**src/ksd_pkg.sv**
```systemverilog
`timescale 1ns / 1ps

package ksd_pkg;

   // Matrix geometry and fixed field sizes
   localparam int KSD_ROWS       = 4;
   localparam int KSD_COLS       = 4;
   localparam int KSD_SNAP_BITS  = 16;
   localparam int KSD_CODE_W     = 8;
   localparam int KSD_MAP_W      = 64;
   localparam int KSD_COUNT_W    = 3;

   // Number of matching scans before a code is taken as stable
   localparam logic [KSD_COUNT_W-1:0] KSD_STABLE_REPEATS = 3'd5;
   localparam logic [KSD_CODE_W-1:0]  KSD_NO_KEY         = 8'd0;

   // Command codes
   localparam logic CMD_SCAN = 1'b0;
   localparam logic CMD_READ = 1'b1;

   // Configuration register indexes
   localparam logic CSR_KEYMAP_LOW  = 1'b0;
   localparam logic CSR_KEYMAP_HIGH = 1'b1;

   typedef struct packed {
      logic                     cmd;
      logic [KSD_SNAP_BITS-1:0] matrix_bits;
   } ksd_req_type;

   typedef struct packed {
      logic [KSD_CODE_W-1:0] key_code;
      logic                  is_read;
   } ksd_rsp_type;

   // One transaction moving from the input stage into the result stage
   typedef struct packed {
      logic                  fire;
      logic                  is_read;
      logic [KSD_CODE_W-1:0] code;
   } ksd_step_type;

endpackage

```
**src/ksd_find.sv**
```systemverilog
`timescale 1ns / 1ps

module ksd_find (
   input  logic [ksd_pkg::KSD_SNAP_BITS-1:0] matrix_bits,
   input  logic [ksd_pkg::KSD_MAP_W-1:0]     keymap_low,
   input  logic [ksd_pkg::KSD_MAP_W-1:0]     keymap_high,
   output logic [ksd_pkg::KSD_CODE_W-1:0]    code
);
   import ksd_pkg::*;

   logic [2*KSD_MAP_W-1:0] map_all;

   assign map_all = {keymap_high, keymap_low};

   // Walk in reverse priority so the first pressed key (column, then row) wins
   always_comb begin
      code = KSD_NO_KEY;
      for (int c = KSD_COLS - 1; c >= 0; c--) begin
         for (int r = KSD_ROWS - 1; r >= 0; r--) begin
            if ((r * KSD_COLS + c) < KSD_SNAP_BITS) begin
               if (matrix_bits[r * KSD_COLS + c]) begin
                  code = map_all[(r * KSD_COLS + c) * KSD_CODE_W +: KSD_CODE_W];
               end
            end
         end
      end
   end

endmodule

```
**src/ksd_debounce.sv**
```systemverilog
`timescale 1ns / 1ps

module ksd_debounce (
   input  logic                          clock,
   input  logic                          reset,
   input  ksd_pkg::ksd_step_type         step,
   output logic [ksd_pkg::KSD_CODE_W-1:0] latched_code
);
   import ksd_pkg::*;

   logic [KSD_CODE_W-1:0]  previous_code_ff, previous_code_in;
   logic [KSD_COUNT_W-1:0] stable_count_ff,  stable_count_in;
   logic [KSD_CODE_W-1:0]  candidate_code_ff, candidate_code_in;
   logic [KSD_CODE_W-1:0]  latched_code_ff,  latched_code_in;
   logic [KSD_COUNT_W-1:0] count_next;

   assign latched_code = latched_code_ff;

   always_comb begin
      previous_code_in  = previous_code_ff;
      stable_count_in   = stable_count_ff;
      candidate_code_in = candidate_code_ff;
      latched_code_in   = latched_code_ff;
      count_next        = (step.code == previous_code_ff) ?
                          stable_count_ff + 3'd1 : '0;
      if (step.fire) begin
         if (step.is_read) begin
            latched_code_in = KSD_NO_KEY;
         end else begin
            previous_code_in = step.code;
            stable_count_in  = count_next;
            if (count_next == KSD_STABLE_REPEATS) begin
               // stable release after a stable key: record the press
               if (step.code == KSD_NO_KEY && candidate_code_ff != KSD_NO_KEY) begin
                  latched_code_in = candidate_code_ff;
               end
               candidate_code_in = step.code;
               stable_count_in   = '0;
            end
         end
      end
   end

   always_ff @(posedge clock) begin
      if (reset) begin
         previous_code_ff  <= KSD_NO_KEY;
         stable_count_ff   <= '0;
         candidate_code_ff <= KSD_NO_KEY;
         latched_code_ff   <= KSD_NO_KEY;
      end else begin
         previous_code_ff  <= previous_code_in;
         stable_count_ff   <= stable_count_in;
         candidate_code_ff <= candidate_code_in;
         latched_code_ff   <= latched_code_in;
      end
   end

endmodule

```
**src/keypad_scan_debounce_unit.sv**
```systemverilog
`timescale 1ns / 1ps

// Debounced 4x4 key matrix scanner. Each input transaction is either a scan
// snapshot (one bit per key, set while pressed) or a read. A scan picks the
// first pressed key, trying columns in order and rows within a column, maps
// it through the 16-entry code table held in keymap_low/keymap_high (code 0
// means no key), and runs the debounce: a code seen on five further scans in
// a row becomes the candidate, and a stable "no key" after a nonzero
// candidate latches that candidate as a key press on release. A read returns
// the latched code (0 if none) and clears it. Every transaction yields exactly
// one result; scans return key_code 0 with is_read 0. Throughput is one
// transaction per clock while rsp_stall is low; each passes through the input
// register, then the result register, updating debounce state between them.
// The code table must be written via the csr_ port while idle (not enforced).

module keypad_scan_debounce_unit (
   input  logic                          clock,
   input  logic                          reset,
   // input channel
   input  logic                          req_valid,
   output logic                          req_stall,
   input  ksd_pkg::ksd_req_type          req_data,
   // result channel
   output logic                          rsp_valid,
   input  logic                          rsp_stall,
   output ksd_pkg::ksd_rsp_type          rsp_data,
   // configuration writes
   input  logic                          csr_we,
   input  logic                          csr_index,
   input  logic [ksd_pkg::KSD_MAP_W-1:0] csr_wdata
);
   import ksd_pkg::*;

   // code table registers
   logic [KSD_MAP_W-1:0] keymap_low_ff,  keymap_low_in;
   logic [KSD_MAP_W-1:0] keymap_high_ff, keymap_high_in;

   // input stage
   logic        in_valid_ff, in_valid_in;
   ksd_req_type in_data_ff,  in_data_in;

   // result stage
   logic        out_valid_ff, out_valid_in;
   ksd_rsp_type out_data_ff,  out_data_in;

   logic                  advance;
   logic [KSD_CODE_W-1:0] scan_code;
   logic [KSD_CODE_W-1:0] latched_code;
   ksd_step_type          step;

   // A transaction moves forward when the result register is free or draining
   assign advance   = in_valid_ff && (!out_valid_ff || !rsp_stall);
   assign req_stall = in_valid_ff && !advance;

   assign rsp_valid = out_valid_ff;
   assign rsp_data  = out_data_ff;

   ksd_find u_find (
      .matrix_bits (in_data_ff.matrix_bits),
      .keymap_low  (keymap_low_ff),
      .keymap_high (keymap_high_ff),
      .code        (scan_code)
   );

   always_comb begin
      step.fire    = advance;
      step.is_read = (in_data_ff.cmd == CMD_READ);
      step.code    = scan_code;
   end

   ksd_debounce u_debounce (
      .clock        (clock),
      .reset        (reset),
      .step         (step),
      .latched_code (latched_code)
   );

   always_comb begin
      keymap_low_in  = keymap_low_ff;
      keymap_high_in = keymap_high_ff;
      if (csr_we) begin
         case (csr_index)
            CSR_KEYMAP_LOW:  keymap_low_in  = csr_wdata;
            CSR_KEYMAP_HIGH: keymap_high_in = csr_wdata;
            default:         keymap_low_in  = keymap_low_ff;
         endcase
      end
   end

   always_comb begin
      // input register: load whenever we are not holding off the sender
      in_valid_in = in_valid_ff;
      in_data_in  = in_data_ff;
      if (!req_stall) begin
         in_valid_in = req_valid;
         in_data_in  = req_data;
      end

      // result register
      out_valid_in = out_valid_ff;
      out_data_in  = out_data_ff;
      if (advance) begin
         out_valid_in = 1'b1;
         if (in_data_ff.cmd == CMD_READ) begin
            out_data_in.key_code = latched_code;
            out_data_in.is_read  = 1'b1;
         end else begin
            out_data_in.key_code = KSD_NO_KEY;
            out_data_in.is_read  = 1'b0;
         end
      end else if (!rsp_stall) begin
         out_valid_in = 1'b0;
      end
   end

   always_ff @(posedge clock) begin
      if (reset) begin
         keymap_low_ff  <= '0;
         keymap_high_ff <= '0;
         in_valid_ff    <= 1'b0;
         out_valid_ff   <= 1'b0;
      end else begin
         keymap_low_ff  <= keymap_low_in;
         keymap_high_ff <= keymap_high_in;
         in_valid_ff    <= in_valid_in;
         out_valid_ff   <= out_valid_in;
      end
   end

   // payload registers carry no reset
   always_ff @(posedge clock) begin
      in_data_ff  <= in_data_in;
      out_data_ff <= out_data_in;
   end

endmodule
```
**config.mk**
```make
export PLATFORM = sky130hd
export DESIGN_NAME = keypad_scan_debounce_unit
export DESIGN_NICKNAME = d
export VERILOG_FILES = /design/src/ksd_pkg.sv /design/src/ksd_find.sv /design/src/ksd_debounce.sv /design/src/keypad_scan_debounce_unit.sv
export SDC_FILE = /design/constraint.sdc
export NUM_CORES = 1
export LEC_CHECK = 0
export ABC_CLOCK_PERIOD_IN_PS = 5300
export BUFFER_PORTS_ARGS = -buffer_cell sky130_fd_sc_hd__buf_4
export CAP_MARGIN = 20
export CORE_MARGIN = 3
export CORE_UTILIZATION = 40
export CTS_CLUSTER_SIZE = 25
export DETAILED_ROUTE_END_ITERATION = 12
export GPL_ROUTABILITY_DRIVEN = 0
export SLEW_MARGIN = 15
export SYNTH_ARGS = -nofsm -noshare
export SYNTH_HDL_FRONTEND = slang
export SYNTH_SLANG_ARGS = --single-unit
export TNS_END_PERCENT = 50
```
**constraint.sdc**
```tcl
create_clock -name clock -period 5.3 [get_ports clock]
set_input_delay 0.53 -clock clock [delete_from_list [all_inputs] [get_ports clock]]
set_output_delay 0.53 -clock clock [all_outputs]
set_load 0.03 [all_outputs]
```
==> impl_results.md <==
* Worst relative slew slack at 39.35%
* Nets at 1125
* 1st-iter DRT viols at 598
* Hold Path End: in_data_ff[7]$_DFFE_PN_
* Synth async-reset ratio at 0%
* Post-synth net total at 1073
* Combinational Power Share at 10.2%
* Hold slack at 0.2788 ns
* Worst-margin pin slew at 0.9078 ns
* Final period util at 69.74%
* GRT busiest layer: met2
* Layout cells sized above 1 at 14.67%
* Worst vdd ir at 209.0 uV
* Min Clock Period, post-route at 3.696 ns
* GR Util met3 at 3.740%
* CTS tree: yes
* Site row count at 51
* Area share of the largest cell type after synthesis at 39.02%
* # setup viols final at 0
* Fin Setup TNS at 0 ns
* # IOs at 98
* Met2 Use GR at 32.32%
* CP max stage delay at 0.66 ns
* Clock power share at 40.4%
* Clock latency on the worst-skew pair at 0.43 ns
* Static leakage at 3.515 nW
* Hold buffer count at cts at 0
* Met1 Usage GRT at 30.74%
* Fin. Hold Viols at 0
* Largest net degree at the start of global routing at 79
* Sw Share at 26.20%
* Switching power at 813.6 uW
* Crit path DAT at 4.04 ns
* Post-CTS Setup Inserts at 0
* Final Skew at 0.009292 ns
* Area growth syn-to-layout at 17.45%
* Crit Reg-Reg Endpoint: u_debounce.candidate_code_ff[1]$_SDFFE_PP0P_
* Total gr overflow at 0
* Instance area at placement at 8877 um^2
* DIE AREA at 21870 um^2
* DP HPWL at 15.77 mm
* Top FF cell, synth: dfxtp_1
* H-tree levels at 4
* Tot GR Track Use at 21.07%
* Crit. End Element: flip-flop
* Die width at 147.9 um
* Routed len/inst at 17.54 um
* Max Slew Vio Count at 0
* Most frequent CP cell: a211oi_1
* Worst-path clk slew at 0.07 ns
* Vias in the first global route at 6452
* Drt pass-1 iters at 5
* CP max-delay cell: edfxtp_1
* R2R depth at 9
* Warnings from Yosys at 0
* Post_cts resized at 0
* CTS max path bufs at 2
* Synth top area cells: dfxtp_1 39%, nand2_1 13%, edfxtp_1 9.7%
* Required @ worst endpoint at 5.65 ns
* Worst min-delay path class: primary input to flip-flop
* Core footprint at 19590 um^2
* Final ANT Viol Nets at 0
* Crit path launch type: flip-flop
* RSZ-0062 raised after global routing: no
* Worst-path maximum fanout at 21
* EDFF count, synth at 26
* #FFs+latches synth at 183
* CTS root buf: clkbuf_16
* Seq/Total Area, Yosys at 48.72%
* Final wirelength at 23.07 mm
* CP Cell Sequence: a211oi_1, nand2_1, a211oi_1, o21ai_0, xor2_1, a2111oi_4, nand4_2, or2_0, a21oi_1
* Diodes inserted at 0
* Synth Instances at 985
* Run status: finished, final reports clean
* Count of cell types in the netlist at 70
* Synth area leader: dfxtp_1
* Flop pwr share at 49.4%
* Detailed-route DRC error count at 0
* Die Y at 147.9 um
* Cell Pwr Density at 328.3 nW/um^2
* Antenna violations before repair at 0
* Critical hold path startpoint: req_data[7]
* Clk sinks at 183
* First-pass GRT wire length at 36.38 mm
* R2R setup slack at 1.60 ns
* TritonCTS buffer count at 17
* Starting Density at 41.11%
* Post-route cell area at 9459 um^2
* DR vias at 7049
* WHS Path Cells at 1
* F_max at 270.5 MHz
* WS Path Type: flip-flop to flip-flop
* Mapped Avg Cell Area at 8.177 um^2
* Via-to-Cell Ratio at 5.360
* Internal at 2.292 mW
* I/O Buffers at 97
* Total of max-cap violations at 0
* Setup crit start: in_data_ff[9]$_DFFE_PN_
* R2R Path Start: in_data_ff[9]$_DFFE_PN_
* Post-synthesis instance area at 8054 um^2
-- cells by family (layout without fill, tap and decap cells) --
family	Yosys count	count (layout)	share of synthesized area (%)
flip-flops	183	183	48.72
XOR/XNOR	5	5	0.5438
adder cells (fa/ha/maj)	1	1	0.1553
buffers and inverters	90	155	4.645
AO/OA/AOI/OAI	256	256	20.03
AND/OR/NAND/NOR	443	443	25.04
multiplexers	7	7	0.8700
-- routing by layer --
metal | routed length [um] | up-vias
met2 | 10520 | 198
met4 | 384 | 0
met3 | 1256 | 24
met5 | 0 | -
li1 | - | 3512
met1 | 10900 | 3315
-- cell usage in the layout, fill, tap and decap left out, drive strengths merged, types with 6 or more instances in the layout --
master / n
nand2: 289
dfxtp: 157
a21oi: 148
buf: 104
nor2: 35
nor2b: 29
edfxtp: 26
inv: 24
clkbuf: 20
o21ai: 16
nor3b: 15
nor3: 15
a221oi: 13
a211oi: 12
nand3b: 9
and2: 9
nand3: 8
a22o: 8
mux2i: 7
nor4: 6
-- cells in the mapped netlist, drive strengths merged, types with 9 or more instances --
cell      n
nor2b    29
nor2     35
a21oi   148
nor3b    15
nand2   289
o21ai    16
a221oi   13
nand3b    9
clkbuf   43
and2      9
buf      28
nor3     15
dfxtp   157
edfxtp   26
a211oi   12
inv      19
-- power groups by stage --
stage | Combinational, mW | Sequential, mW | Clock (mW)
after floorplan | 0.214 | 1.53 | 0
after global placement | 0.317 | 1.56 | 0
after detailed placement | 0.317 | 1.56 | 0
after CTS | 0.319 | 1.53 | 1.28
after global routing | 0.354 | 1.54 | 1.33
final | 0.317 | 1.53 | 1.25
-- critical path: cells and delay by family (launching register included) --
kind                      cells  cell delay [ns]
DFF                           1             0.66
xor gates and xnor gates      1             0.26
AOI/OAI and AO/OA             5             1.88
and+or+nand+nor               3             0.82
-- worst max-delay path by stage --
stage               depth (start not counted)                                           end  slack (ns)
floorplan                                  11    u_debounce.stable_count_ff[0]$_SDFFE_PP0P_        2.50
global placement                            9  u_debounce.candidate_code_ff[1]$_SDFFE_PP0P_        1.57
detailed placement                          9  u_debounce.candidate_code_ff[1]$_SDFFE_PP0P_        1.55
CTS                                         9  u_debounce.candidate_code_ff[1]$_SDFFE_PP0P_        1.52
global route                                9  u_debounce.candidate_code_ff[1]$_SDFFE_PP0P_        1.31
finish                                      9  u_debounce.candidate_code_ff[1]$_SDFFE_PP0P_        1.60
-- metrics by stage --
stage                     cells  utilization [%]  power, mW  setup slack (ns)
after floorplan             985                -      1.743             2.505
after global placement     1283            45.32      1.880             1.566
after detailed placement   1283            45.32      1.881             1.553
after CTS                  1315            48.29      3.135             1.524
after global routing       1315            48.29      3.228             1.307
final                      1315            48.29      3.106             1.604
-- area by class of cell --
type / count / area (um^2)
Clock buffer: 20 / 466.7
Clock inverter: 12 / 115.1
Fill cell: 1932 / 10130
Inverter: 19 / 71.32
Multi-Input combinational cell: 712 / 3770
Sequential cell: 183 / 3924
Tap cell: 265 / 331.6
Timing Repair Buffer: 104 / 780.7
-- sequential cells by signal, indices dropped and copies added (netlist names) --
| name | cells |
|---|---|
| keymap_high_ff | 64 |
| keymap_low_ff | 64 |
| in_data_ff | 17 |
| rsp_data | 9 |
| u_debounce.candidate_code_ff | 8 |
| u_debounce.latched_code | 8 |
| u_debounce.previous_code_ff | 8 |
| u_debounce.stable_count_ff | 3 |
| in_valid_ff | 1 |
| rsp_valid | 1 |
Power figures use the tool's default switching activity.
